===== src/rtl/smem_pkg.sv =====
// Shared types and constants of the two-set membership engine.
// No dependencies; imported by smem_front, smem_back and the top level.
package smem_pkg;

  localparam int CAPACITY    = 16;
  localparam int VALUE_BITS  = 32;
  localparam int IN_BITS     = 32;
  localparam int MEMBER_BITS = 32;
  localparam int OP_BITS     = 3;
  localparam int STAT_BITS   = 2;
  localparam int COUNT_BITS  = 5;

  localparam int IDX_W = $clog2(CAPACITY);
  localparam int CNT_W = $clog2(CAPACITY + 1);

  // command queue depth, power of two so the pointers wrap on their own
  localparam int QDEPTH  = 2;
  localparam int QPTR_W  = $clog2(QDEPTH);
  localparam int QCNT_W  = QPTR_W + 1;

  localparam logic [OP_BITS-1:0] OP_INSERT = 3'd0;
  localparam logic [OP_BITS-1:0] OP_DELETE = 3'd1;
  localparam logic [OP_BITS-1:0] OP_FIND   = 3'd2;
  localparam logic [OP_BITS-1:0] OP_CLEAR  = 3'd3;
  localparam logic [OP_BITS-1:0] OP_UNION  = 3'd4;
  localparam logic [OP_BITS-1:0] OP_INTER  = 3'd5;
  localparam logic [OP_BITS-1:0] OP_DIFF   = 3'd6;

  localparam logic [STAT_BITS-1:0] STAT_OK   = 2'd0;
  localparam logic [STAT_BITS-1:0] STAT_DUP  = 2'd1;
  localparam logic [STAT_BITS-1:0] STAT_FULL = 2'd2;
  localparam logic [STAT_BITS-1:0] STAT_MISS = 2'd3;

  typedef enum logic [2:0] {
    K_INSERT,
    K_DELETE,
    K_FIND,
    K_CLEAR,
    K_UNION,
    K_INTER,
    K_DIFF,
    K_NOP
  } kind_t;

  typedef struct packed {
    kind_t                         kind;
    logic                          combine;
    logic                          set;
    logic signed [VALUE_BITS-1:0]  key;
  } cmd_t;

endpackage


===== src/rtl/two_set_membership_engine_top.sv =====
// Channel   Ports                                              Direction
// in        in_valid in_ready in_op in_which_set in_value      into block
// out       out_valid out_ready out_status out_count out_is_empty
//           out_member out_member_valid out_last               out of block
//
// Insert, delete, find, clear: one item per cycle sustained while out_ready
// stays high; the result word is registered when the command leaves the queue.
// Union walks both sets in two passes, intersection and difference one pass,
// one slot a cycle; a result stall holds the walk.
// The front queue holds QDEPTH words, so input is taken during a walk until full.
// Synchronous active-low reset empties both sets and the queue at once.
// Top level of the two-set membership engine: front queue and back executor.
// Depends on smem_pkg, smem_front and smem_back.
module two_set_membership_engine_top import smem_pkg::*; (
  input  logic                           clk,
  input  logic                           rst_n,
  input  logic                           in_valid,
  output logic                           in_ready,
  input  logic [OP_BITS-1:0]             in_op,
  input  logic                           in_which_set,
  input  logic signed [IN_BITS-1:0]      in_value,
  output logic                           out_valid,
  input  logic                           out_ready,
  output logic [STAT_BITS-1:0]           out_status,
  output logic [COUNT_BITS-1:0]          out_count,
  output logic                           out_is_empty,
  output logic signed [MEMBER_BITS-1:0]  out_member,
  output logic                           out_member_valid,
  output logic                           out_last
);

  cmd_t q_cmd;
  logic q_valid;
  logic q_pop;

  smem_front u_front (
    .clk          (clk),
    .rst_n        (rst_n),
    .in_valid     (in_valid),
    .in_ready     (in_ready),
    .in_op        (in_op),
    .in_which_set (in_which_set),
    .in_value     (in_value),
    .q_cmd        (q_cmd),
    .q_valid      (q_valid),
    .q_pop        (q_pop)
  );

  smem_back u_back (
    .clk              (clk),
    .rst_n            (rst_n),
    .q_cmd            (q_cmd),
    .q_valid          (q_valid),
    .q_pop            (q_pop),
    .out_valid        (out_valid),
    .out_ready        (out_ready),
    .out_status       (out_status),
    .out_count        (out_count),
    .out_is_empty     (out_is_empty),
    .out_member       (out_member),
    .out_member_valid (out_member_valid),
    .out_last         (out_last)
  );

endmodule


===== src/rtl/smem_front.sv =====
// Front end: accepts input words, classifies the operation and queues commands.
// Depends on smem_pkg.
module smem_front import smem_pkg::*; (
  input  logic                       clk,
  input  logic                       rst_n,
  input  logic                       in_valid,
  output logic                       in_ready,
  input  logic [OP_BITS-1:0]         in_op,
  input  logic                       in_which_set,
  input  logic signed [IN_BITS-1:0]  in_value,
  output cmd_t                       q_cmd,
  output logic                       q_valid,
  input  logic                       q_pop
);

  cmd_t              q_mem_r [QDEPTH];
  logic [QPTR_W-1:0] wr_ptr_r, wr_ptr_nxt;
  logic [QPTR_W-1:0] rd_ptr_r, rd_ptr_nxt;
  logic [QCNT_W-1:0] q_cnt_r, q_cnt_nxt;
  cmd_t              cmd_in;
  logic              push;

  always_comb begin
    cmd_in.set     = in_which_set;
    cmd_in.key     = VALUE_BITS'(in_value);
    cmd_in.combine = 1'b0;
    unique case (in_op)
      OP_INSERT: cmd_in.kind = K_INSERT;
      OP_DELETE: cmd_in.kind = K_DELETE;
      OP_FIND:   cmd_in.kind = K_FIND;
      OP_CLEAR:  cmd_in.kind = K_CLEAR;
      OP_UNION: begin
        cmd_in.kind    = K_UNION;
        cmd_in.combine = 1'b1;
      end
      OP_INTER: begin
        cmd_in.kind    = K_INTER;
        cmd_in.combine = 1'b1;
      end
      OP_DIFF: begin
        cmd_in.kind    = K_DIFF;
        cmd_in.combine = 1'b1;
      end
      default:   cmd_in.kind = K_NOP;
    endcase
  end

  assign in_ready = (q_cnt_r != QCNT_W'(QDEPTH));
  assign push     = in_valid && in_ready;
  assign q_valid  = (q_cnt_r != '0);
  assign q_cmd    = q_mem_r[rd_ptr_r];

  always_comb begin
    wr_ptr_nxt = push ? QPTR_W'(wr_ptr_r + 1'b1) : wr_ptr_r;
    rd_ptr_nxt = q_pop ? QPTR_W'(rd_ptr_r + 1'b1) : rd_ptr_r;
    q_cnt_nxt  = q_cnt_r;
    if (push && !q_pop) begin
      q_cnt_nxt = QCNT_W'(q_cnt_r + 1'b1);
    end else if (!push && q_pop) begin
      q_cnt_nxt = QCNT_W'(q_cnt_r - 1'b1);
    end
  end

  always_ff @(posedge clk) begin
    if (!rst_n) begin
      wr_ptr_r <= '0;
      rd_ptr_r <= '0;
      q_cnt_r  <= '0;
    end else begin
      wr_ptr_r <= wr_ptr_nxt;
      rd_ptr_r <= rd_ptr_nxt;
      q_cnt_r  <= q_cnt_nxt;
    end
  end

  always_ff @(posedge clk) begin
    if (push) begin
      q_mem_r[wr_ptr_r] <= cmd_in;
    end
  end

endmodule


===== src/rtl/smem_back.sv =====
// Back end: holds both sets, executes queued commands, walks combining runs
// and drives the registered result channel. Depends on smem_pkg.
module smem_back import smem_pkg::*; (
  input  logic                           clk,
  input  logic                           rst_n,
  input  cmd_t                           q_cmd,
  input  logic                           q_valid,
  output logic                           q_pop,
  output logic                           out_valid,
  input  logic                           out_ready,
  output logic [STAT_BITS-1:0]           out_status,
  output logic [COUNT_BITS-1:0]          out_count,
  output logic                           out_is_empty,
  output logic signed [MEMBER_BITS-1:0]  out_member,
  output logic                           out_member_valid,
  output logic                           out_last
);

  typedef enum logic [2:0] {
    S_IDLE = 3'b001,
    S_WALK = 3'b010,
    S_DONE = 3'b100
  } state_t;

  state_t                        state_r, state_nxt;
  logic signed [VALUE_BITS-1:0]  val_r [2][CAPACITY];
  logic [CAPACITY-1:0]           vld_r [2];
  logic [CAPACITY-1:0]           vld_nxt [2];
  logic [CNT_W-1:0]              cnt_r [2];
  logic [CNT_W-1:0]              cnt_nxt [2];

  kind_t                         kind_r, kind_nxt;
  logic                          set_r, set_nxt;
  logic                          pass_r, pass_nxt;
  logic [IDX_W-1:0]              idx_r, idx_nxt;
  logic signed [VALUE_BITS-1:0]  pend_r, pend_nxt;
  logic                          pend_v_r, pend_v_nxt;

  logic                          out_valid_r;
  logic [STAT_BITS-1:0]          out_status_r;
  logic [COUNT_BITS-1:0]         out_count_r;
  logic                          out_empty_r;
  logic signed [MEMBER_BITS-1:0] out_member_r;
  logic                          out_mvalid_r;
  logic                          out_last_r;

  logic                          out_free, out_load;
  logic [STAT_BITS-1:0]          o_status;
  logic [CNT_W-1:0]              o_cnt;
  logic signed [MEMBER_BITS-1:0] o_member;
  logic                          o_mvalid, o_last;

  // single operation on the addressed set
  logic                          sa;
  logic [CAPACITY-1:0]           hitv, freev, s_vld, s_wr, wr_v;
  logic                          hit;
  logic [STAT_BITS-1:0]          s_status;
  logic [CNT_W-1:0]              s_cnt;

  // combining walk
  logic                          src, chk;
  logic signed [VALUE_BITS-1:0]  cand;
  logic                          cand_ok, chit, emit, last_idx;
  logic [CAPACITY-1:0]           chitv;

  assign out_free = !out_valid_r || out_ready;

  always_comb begin
    sa = q_cmd.set;
    for (int j = 0; j < CAPACITY; j++) begin
      hitv[j] = vld_r[sa][j] && (val_r[sa][j] == q_cmd.key);
    end
    hit      = |hitv;
    freev    = ~vld_r[sa] & (vld_r[sa] + CAPACITY'(1));
    s_vld    = vld_r[sa];
    s_cnt    = cnt_r[sa];
    s_wr     = '0;
    s_status = STAT_OK;
    unique case (q_cmd.kind)
      K_INSERT: begin
        if (hit) begin
          s_status = STAT_DUP;
        end else if (freev == '0) begin
          s_status = STAT_FULL;
        end else begin
          s_wr  = freev;
          s_vld = vld_r[sa] | freev;
          s_cnt = CNT_W'(cnt_r[sa] + 1'b1);
        end
      end
      K_DELETE: begin
        if (hit) begin
          s_vld = vld_r[sa] & ~hitv;
          s_cnt = CNT_W'(cnt_r[sa] - 1'b1);
        end else begin
          s_status = STAT_MISS;
        end
      end
      K_FIND: begin
        if (!hit) begin
          s_status = STAT_MISS;
        end
      end
      K_CLEAR: begin
        s_vld = '0;
        s_cnt = '0;
      end
      default: begin
      end
    endcase
  end

  always_comb begin
    src      = set_r ^ pass_r;
    chk      = ~src;
    cand     = val_r[src][idx_r];
    cand_ok  = vld_r[src][idx_r];
    for (int j = 0; j < CAPACITY; j++) begin
      chitv[j] = vld_r[chk][j] && (val_r[chk][j] == cand);
    end
    chit     = |chitv;
    last_idx = (idx_r == IDX_W'(CAPACITY - 1));
    if (pass_r) begin
      emit = cand_ok && !chit;
    end else begin
      unique case (kind_r)
        K_UNION: emit = cand_ok;
        K_INTER: emit = cand_ok && chit;
        K_DIFF:  emit = cand_ok && !chit;
        default: emit = 1'b0;
      endcase
    end
  end

  always_comb begin
    state_nxt  = state_r;
    kind_nxt   = kind_r;
    set_nxt    = set_r;
    pass_nxt   = pass_r;
    idx_nxt    = idx_r;
    pend_nxt   = pend_r;
    pend_v_nxt = pend_v_r;
    vld_nxt    = vld_r;
    cnt_nxt    = cnt_r;
    wr_v       = '0;
    q_pop      = 1'b0;
    out_load   = 1'b0;
    o_status   = STAT_OK;
    o_cnt      = cnt_r[set_r];
    o_member   = '0;
    o_mvalid   = 1'b0;
    o_last     = 1'b1;
    unique case (state_r)
      S_IDLE: begin
        if (q_valid) begin
          if (q_cmd.combine) begin
            q_pop      = 1'b1;
            kind_nxt   = q_cmd.kind;
            set_nxt    = q_cmd.set;
            pass_nxt   = 1'b0;
            idx_nxt    = '0;
            pend_v_nxt = 1'b0;
            state_nxt  = S_WALK;
          end else if (out_free) begin
            q_pop       = 1'b1;
            out_load    = 1'b1;
            o_status    = s_status;
            o_cnt       = s_cnt;
            vld_nxt[sa] = s_vld;
            cnt_nxt[sa] = s_cnt;
            wr_v        = s_wr;
          end
        end
      end
      S_WALK: begin
        if (!(emit && pend_v_r && !out_free)) begin
          if (emit) begin
            if (pend_v_r) begin
              out_load = 1'b1;
              o_member = MEMBER_BITS'(pend_r);
              o_mvalid = 1'b1;
              o_last   = 1'b0;
            end
            pend_nxt   = cand;
            pend_v_nxt = 1'b1;
          end
          if (last_idx) begin
            idx_nxt = '0;
            if (!pass_r && kind_r == K_UNION) begin
              pass_nxt = 1'b1;
            end else begin
              state_nxt = S_DONE;
            end
          end else begin
            idx_nxt = IDX_W'(idx_r + 1'b1);
          end
        end
      end
      S_DONE: begin
        if (out_free) begin
          out_load  = 1'b1;
          o_member  = pend_v_r ? MEMBER_BITS'(pend_r) : '0;
          o_mvalid  = pend_v_r;
          state_nxt = S_IDLE;
        end
      end
      default: state_nxt = S_IDLE;
    endcase
  end

  always_ff @(posedge clk) begin
    if (!rst_n) begin
      state_r     <= S_IDLE;
      vld_r       <= '{default: '0};
      cnt_r       <= '{default: '0};
      out_valid_r <= 1'b0;
      pend_v_r    <= 1'b0;
    end else begin
      state_r  <= state_nxt;
      vld_r    <= vld_nxt;
      cnt_r    <= cnt_nxt;
      pend_v_r <= pend_v_nxt;
      if (out_load) begin
        out_valid_r <= 1'b1;
      end else if (out_ready) begin
        out_valid_r <= 1'b0;
      end
    end
  end

  always_ff @(posedge clk) begin
    kind_r <= kind_nxt;
    set_r  <= set_nxt;
    pass_r <= pass_nxt;
    idx_r  <= idx_nxt;
    pend_r <= pend_nxt;
    for (int j = 0; j < CAPACITY; j++) begin
      if (wr_v[j]) begin
        val_r[sa][j] <= q_cmd.key;
      end
    end
    if (out_load) begin
      out_status_r <= o_status;
      out_count_r  <= COUNT_BITS'(o_cnt);
      out_empty_r  <= (o_cnt == '0);
      out_member_r <= o_member;
      out_mvalid_r <= o_mvalid;
      out_last_r   <= o_last;
    end
  end

  assign out_valid        = out_valid_r;
  assign out_status       = out_status_r;
  assign out_count        = out_count_r;
  assign out_is_empty     = out_empty_r;
  assign out_member       = out_member_r;
  assign out_member_valid = out_mvalid_r;
  assign out_last         = out_last_r;

`ifndef ASSERT_OFF
  a_cnt0: assert property (@(posedge clk) disable iff (!rst_n)
    cnt_r[0] == CNT_W'($countones(vld_r[0])))
    else $error("set 0 count out of step with valid marks");
  a_cnt1: assert property (@(posedge clk) disable iff (!rst_n)
    cnt_r[1] == CNT_W'($countones(vld_r[1])))
    else $error("set 1 count out of step with valid marks");
  a_nopop: assert property (@(posedge clk) disable iff (!rst_n)
    (state_r != S_IDLE) |-> !q_pop)
    else $error("queue popped during a walk");
  a_close: assert property (@(posedge clk) disable iff (!rst_n)
    (state_r == S_DONE && out_load) |=> (out_valid_r && out_last_r))
    else $error("combining run not closed with last");
`endif

endmodule

===== config.mk =====
export PLATFORM = sky130hd
export DESIGN_NAME = two_set_membership_engine_top
export DESIGN_NICKNAME = d
export VERILOG_FILES = /design/src/rtl/smem_pkg.sv /design/src/rtl/two_set_membership_engine_top.sv /design/src/rtl/smem_front.sv /design/src/rtl/smem_back.sv
export SDC_FILE = /design/constraint.sdc
export NUM_CORES = 2
export LEC_CHECK = 0
export ABC_CLOCK_PERIOD_IN_PS = 11100
export BUFFER_PORTS_ARGS = -buffer_cell sky130_fd_sc_hd__buf_2
export CAP_MARGIN = 10
export CORE_MARGIN = 2
export CORE_UTILIZATION = 50
export CTS_CLUSTER_DIAMETER = 100
export DETAILED_ROUTE_END_ITERATION = 10
export PLACE_DENSITY_LB_ADDON = 0.3
export SYNTH_ARGS = -nofsm -noshare
export SYNTH_HDL_FRONTEND = slang
export SYNTH_SLANG_ARGS = --single-unit

===== constraint.sdc =====
create_clock -name clk -period 11.1 [get_ports clk]
set_input_delay 2.775 -clock clk [delete_from_list [all_inputs] [get_ports clk]]
set_output_delay 2.775 -clock clk [all_outputs]
set_load 0.005 [all_outputs]

==> flow_summary.yaml, run 1 <==
synth:
  yosysTopAreaCellShare_pct: 44.7
  synth_compound_area_share_pct: 7.88
  synth_area_leaders: "edfxtp_1 (45%), mux2i_1 (16%), xnor2_1 (7.8%), nor3b_1 (2.4%), nand2_1 (2.3%)"
  synth.distinct_cells: 103
  synth.cell_area_sq_um: 79400
  synth-xor-area-share_pct: 8.96
  ys_seq_area_share_pct: 46.0
  synth_edf_count: 1181
  async_flop_share_pct: 0
  muxShareOfSynthArea_pct: 19.4
  yosys.area_share.simple_pct: 13.6
  synth_top_family_by_area: "multiplexers"
  ys.flop_type: "edfxtp_1"
  synthTopCellsByCount: "mux2i_1 (1,257), edfxtp_1 (1,181), xnor2_1 (708)"
  syn-mean-instance-area_sq_um: 11.6
  yosys.area.top_type: "edfxtp_1"
  synth_fp_nets: 6889
  ys_ff_latch: 1233
  synthCells: 6845
  ys_warn_count: 0
  synthAdderAreaFrac_pct: 0.0631
  yosysMostFrequentCell: "mux2i_1"
global_routing:
  grt_pass1_wl_microns: 569000
  antenna_found_initial: 51
  first_global_vias: 61700
  grt_max_degree: 217
  grt_usage_pct: 52.6
  grt-ovfl-total: 0
cts:
  cts_made_buffers: 140
  post_cts_buffers: 0
  ctsResizeCount: 0
  cts_buffer_depth: 3
  cts-hold-fix-buffers: 0
  ctsRootBufferMaster: "clkbuf_16"
  cts.sink_count: 1233
  htreeDepth: 4
floorplanning:
  ios: 84
  num_rows: 146
  start_util_pct: 50.2
  die_y_microns: 402
  fp.dieW_microns: 402
outcome:
  firstError: "Error: net485 2 pin not visited #guides = 180"
  outcome: "did not finish"
  lastStage: "detailed routing"
placed_design:
  port_buffers: 83
  dp.final_hpwl_microns: 328000
  gp_congestion: 1.17
[logic make-up after synthesis]
family / Yosys count
simple gates: 1941
mux: 1438
flops: 1233
compound gates: 820
xor+xnor: 811
buf+inv: 598
fa+ha+maj: 4
[metrics by stage]
step / util, % / hold slack, ps / cell area (sq um) / std cells / setup slack [ps]
floorplan: - / 454 / 79400 / 6845 / 3230
global placement: 52.1 / 483 / 82400 / 8793 / 1470
detailed placement: 52.2 / 493 / 82400 / 8799 / 2250
CTS: 55.0 / 499 / 86900 / 9047 / 2170
global route: 55.0 / 534 / 86900 / 9050 / 1740
[metal layers]
metal	track usage [%]
met5	0.952
met3	22.8
met4	37.4
met1	67.0
met2	70.9
==> inputs of run 2 (changes only) <==
- CORE_UTILIZATION: 50 -> 35
- CTS_CLUSTER_DIAMETER: 100 -> not set
- PLACE_DENSITY_LB_ADDON: 0.3 -> 0.15
==> run 2 against run 1 <==
Compared with the run above:
- the flow now finishes without violations
- synthesized cell count stayed put
- synthesized area stayed put
- global-route usage is 11 points lower
==> flow_summary.yaml, run 2 <==
global_routing:
  grt_max_degree: 157
  antenna_found_initial: 72
  grt-ovfl-total: 0
  first_global_vias: 61000
  grt_usage_pct: 41.9
  grt_pass1_wl_microns: 634000
layout:
  final_cell_mix: "mux2i_1 (1,250), edfxtp_1 (1,181), xnor2_1 (708)"
  nNetsFinal: 7008
  top_regs: "u_back.val_r (1024), u_front.q_mem_r (74)"
  drive_above_1_share_pct: 14.4
  synthToLayoutAreaGrowth_pct: 12.3
  top_register: "u_back.val_r"
  fill_cells: 21900
  largest_reg_flops: 1024
  layoutNonFillerInstCount: 10100
  final_common_cell: "mux2i_1"
detailed_routing:
  routed_wl_microns: 498000
  first_pass_iters: 9
  drt-wirelength-per-cell_microns: 49.3
  antenna_left: 0
  drc: 0
  vias_per_cell: 6.56
  vias: 66200
  drt-initial-drc-count: 10100
timing:
  grt_setup_unrepaired: "false"
  hold_viol_final: 0
  holdWs_ps: 495
  finalSetupViolCount: 0
  tightest_slew_ps: 1420
  drv_slew: 0
  period_share_pct: 89.6
  setup_tns_ps: 0
  maxSlewHeadroom_pct: 5.09
  min_period_ps: 9940
  fmax_mhz: 101
  finClkSkew_ps: 66.0
cts:
  post_cts_buffers: 0
  worst_skew_pair.late_latency_ps: 860
  tritoncts: "done"
  cts_made_buffers: 150
  ctsResizeCount: 0
  htreeDepth: 4
  ctsRootBufferMaster: "clkbuf_16"
  cts.sink_count: 1233
  clkTransAtPathRegs_ps: 50
  cts-hold-fix-buffers: 0
  cts_buffer_depth: 3
outcome:
  outcome: "completed"
synth:
  syn-mean-instance-area_sq_um: 11.6
  async_flop_share_pct: 0
  ys_seq_area_share_pct: 46.0
  synthCells: 6845
  synthTopCellsByCount: "mux2i_1 (1,257), edfxtp_1 (1,181), xnor2_1 (708)"
  synth_edf_count: 1181
  ys.flop_type: "edfxtp_1"
  yosys.area.top_type: "edfxtp_1"
  synth.distinct_cells: 103
  yosysTopAreaCellShare_pct: 44.7
  synth_fp_nets: 6889
  synth_area_leaders: "edfxtp_1 (45%), mux2i_1 (16%), xnor2_1 (7.8%), nor3b_1 (2.4%), nand2_1 (2.3%)"
  ys_ff_latch: 1233
  yosysMostFrequentCell: "mux2i_1"
  synth.cell_area_sq_um: 79400
  ys_warn_count: 0
power:
  p_switching_uw: 14800
  p_sw_share_pct: 53.2
  clkPwrFrac_pct: 17.6
  combPwrFrac_pct: 61.6
  seqPwrFrac_pct: 20.8
  p_per_area_nw_per_um2: 312
  total_power_uw: 27800
  p_leak_uw: 0.0314
  max-vdd-ir-drop_v: 0.000175
  internal-power_uw: 13000
hold_path:
  min_path_type: "register to register"
  hold_end: "u_back.vld_r[16]$_SDFFE_PN0P_"
  whs_path_depth: 2
  hold_start: "u_back.vld_r[16]$_SDFFE_PN0P_"
critical_path:
  crit_chain: "xnor2_4 -> buf_4 -> buf_12 -> buf_4 -> nand3_1 -> o211ai_2 -> nand3_1 -> and2_1 -> buf_4 -> clkinv_2 -> a22o_1 -> or4_1 -> nor4_1 -> a32oi_1 -> o2111ai_1 -> nor4_2 -> mux2i_2 -> nor2_1 -> and2_2"
  crit_family: "simple AND/OR/NAND/NOR gates"
  cpMaxStageDelayCell: "xnor2_4"
  worstSetupStartpointType: "register"
  crit_arrival_ps: 10400
  regToRegStartpoint: "u_back.set_r$_DFFE_PP_"
  crit_fanout: 69
  max_stage_delay_ps: 1160
  worst_r2r_path_depth: 19
  reg2reg_to: "u_back.pend_r[0]$_DFFE_PP_"
  path_class: "register to register"
  crit_path_end_kind: "register"
  critPathRequiredTime_ps: 11550
  ff2ff_setup_slack_ps: 1160
  path_buf_inv: 5
  crit_path_frequent_cell: "buf_4"
placed_design:
  dp.final_hpwl_microns: 380000
  port_buffers: 83
  gp_congestion: 1.06
  dp_cells: 9804
floorplanning:
  core_sq_um: 225000
  start_util_pct: 35.3
  fp.dieW_microns: 480
  die_y_microns: 480
  dieArea_sq_um: 231000
  ios: 84
  num_rows: 174
job:
  cap_violations: 0
==> run 2: cell families (layout without fill, tap and decap cells) <==
| logic type | after synthesis | after routing | synth area share [%] |
|---|---|---|---|
| compound gates | 820 | 820 | 7.88 |
| fa+ha+maj | 4 | 4 | 0.0631 |
| simple gates | 1941 | 1941 | 13.6 |
| flops | 1233 | 1233 | 46.0 |
| mux | 1438 | 1438 | 19.4 |
| buf+inv | 598 | 836 | 4.11 |
| xor+xnor | 811 | 811 | 8.96 |
| other cells | 0 | 19 | 0 |
==> run 2: per-stage QoR <==
stage	setup slack, ps	utilization [%]	instance area (sq um)
4_1_cts	1660	39.6	89100
5_1_grt	1430	39.6	89100
2_1_floorplan	3230	-	79400
3_5_place_dp	1750	37.5	84300
3_3_place_gp	1670	37.4	84200
6_report	1160	39.6	89100
==> run 2: how the worst max path moves through the flow <==
| stage | startpoint | to | slack [ps] | depth (start not counted) |
|---|---|---|---|---|
| CTS | u_back.set_r$_DFFE_PP_ | u_back.pend_r[1]$_DFFE_PP_ | 1660 | 19 |
| floorplan | register | u_back.val_r[0][256]$_DFFE_PP_ | 3230 | 17 |
| finish | u_back.set_r$_DFFE_PP_ | u_back.pend_r[0]$_DFFE_PP_ | 1160 | 19 |
| global placement | u_back.set_r$_DFFE_PP_ | u_back.pend_r[30]$_DFFE_PP_ | 1670 | 19 |
| global route | u_back.set_r$_DFFE_PP_ | u_back.pend_r[0]$_DFFE_PP_ | 1430 | 19 |
| detailed placement | u_back.set_r$_DFFE_PP_ | u_back.pend_r[30]$_DFFE_PP_ | 1750 | 19 |
==> run 2: power by group through the flow <==
stage	registers, uW	clock network [uW]	logic (uW)
after floorplan	5850	0	8310
after global placement	5880	0	16400
after detailed placement	5890	0	16300
after CTS	5790	4950	16400
after global routing	5800	5110	16900
final	5790	4890	17200
==> run 2: cell type report <==
cell class / instances / area, sq um / share of cell area [%]
Multi-Input combinational cell: 5014 / 40100 / 45.0
Clock buffer: 194 / 4030 / 4.53
Clock inverter: 77 / 703 / 0.789
Antenna cell: 19 / 47.5 / 0.0534
Sequential cell: 1233 / 36500 / 41.0
Inverter: 108 / 414 / 0.465
Tap cell: 2992 / 3740 / 4.20
Timing Repair Buffer: 457 / 3580 / 4.02
==> run 2: per-layer routing <==
metal	track usage [%]	vias to the layer above	wire, microns
met5	0	-	269
met4	22.7	38	31700
met3	11.1	969	50500
met2	60.3	4180	208000
met1	57.2	34600	208000
li1	-	26400	-
==> run 2: worst reg2reg max path, stage by stage, from the launching register on <==
cell       delay (ps)
edfxtp_1          650
xnor2_4          1160
buf_4             490
buf_12            430
buf_4             540
nand3_1           160
o211ai_2          320
nand3_1           930
and2_1            800
buf_4             390
clkinv_2          380
a22o_1            240
or4_1             120
nor4_1             50
a32oi_1           680
o2111ai_1         280
nor4_2            630
mux2i_2           220
nor2_1            270
and2_2            770
Power figures use the tool's default switching activity.
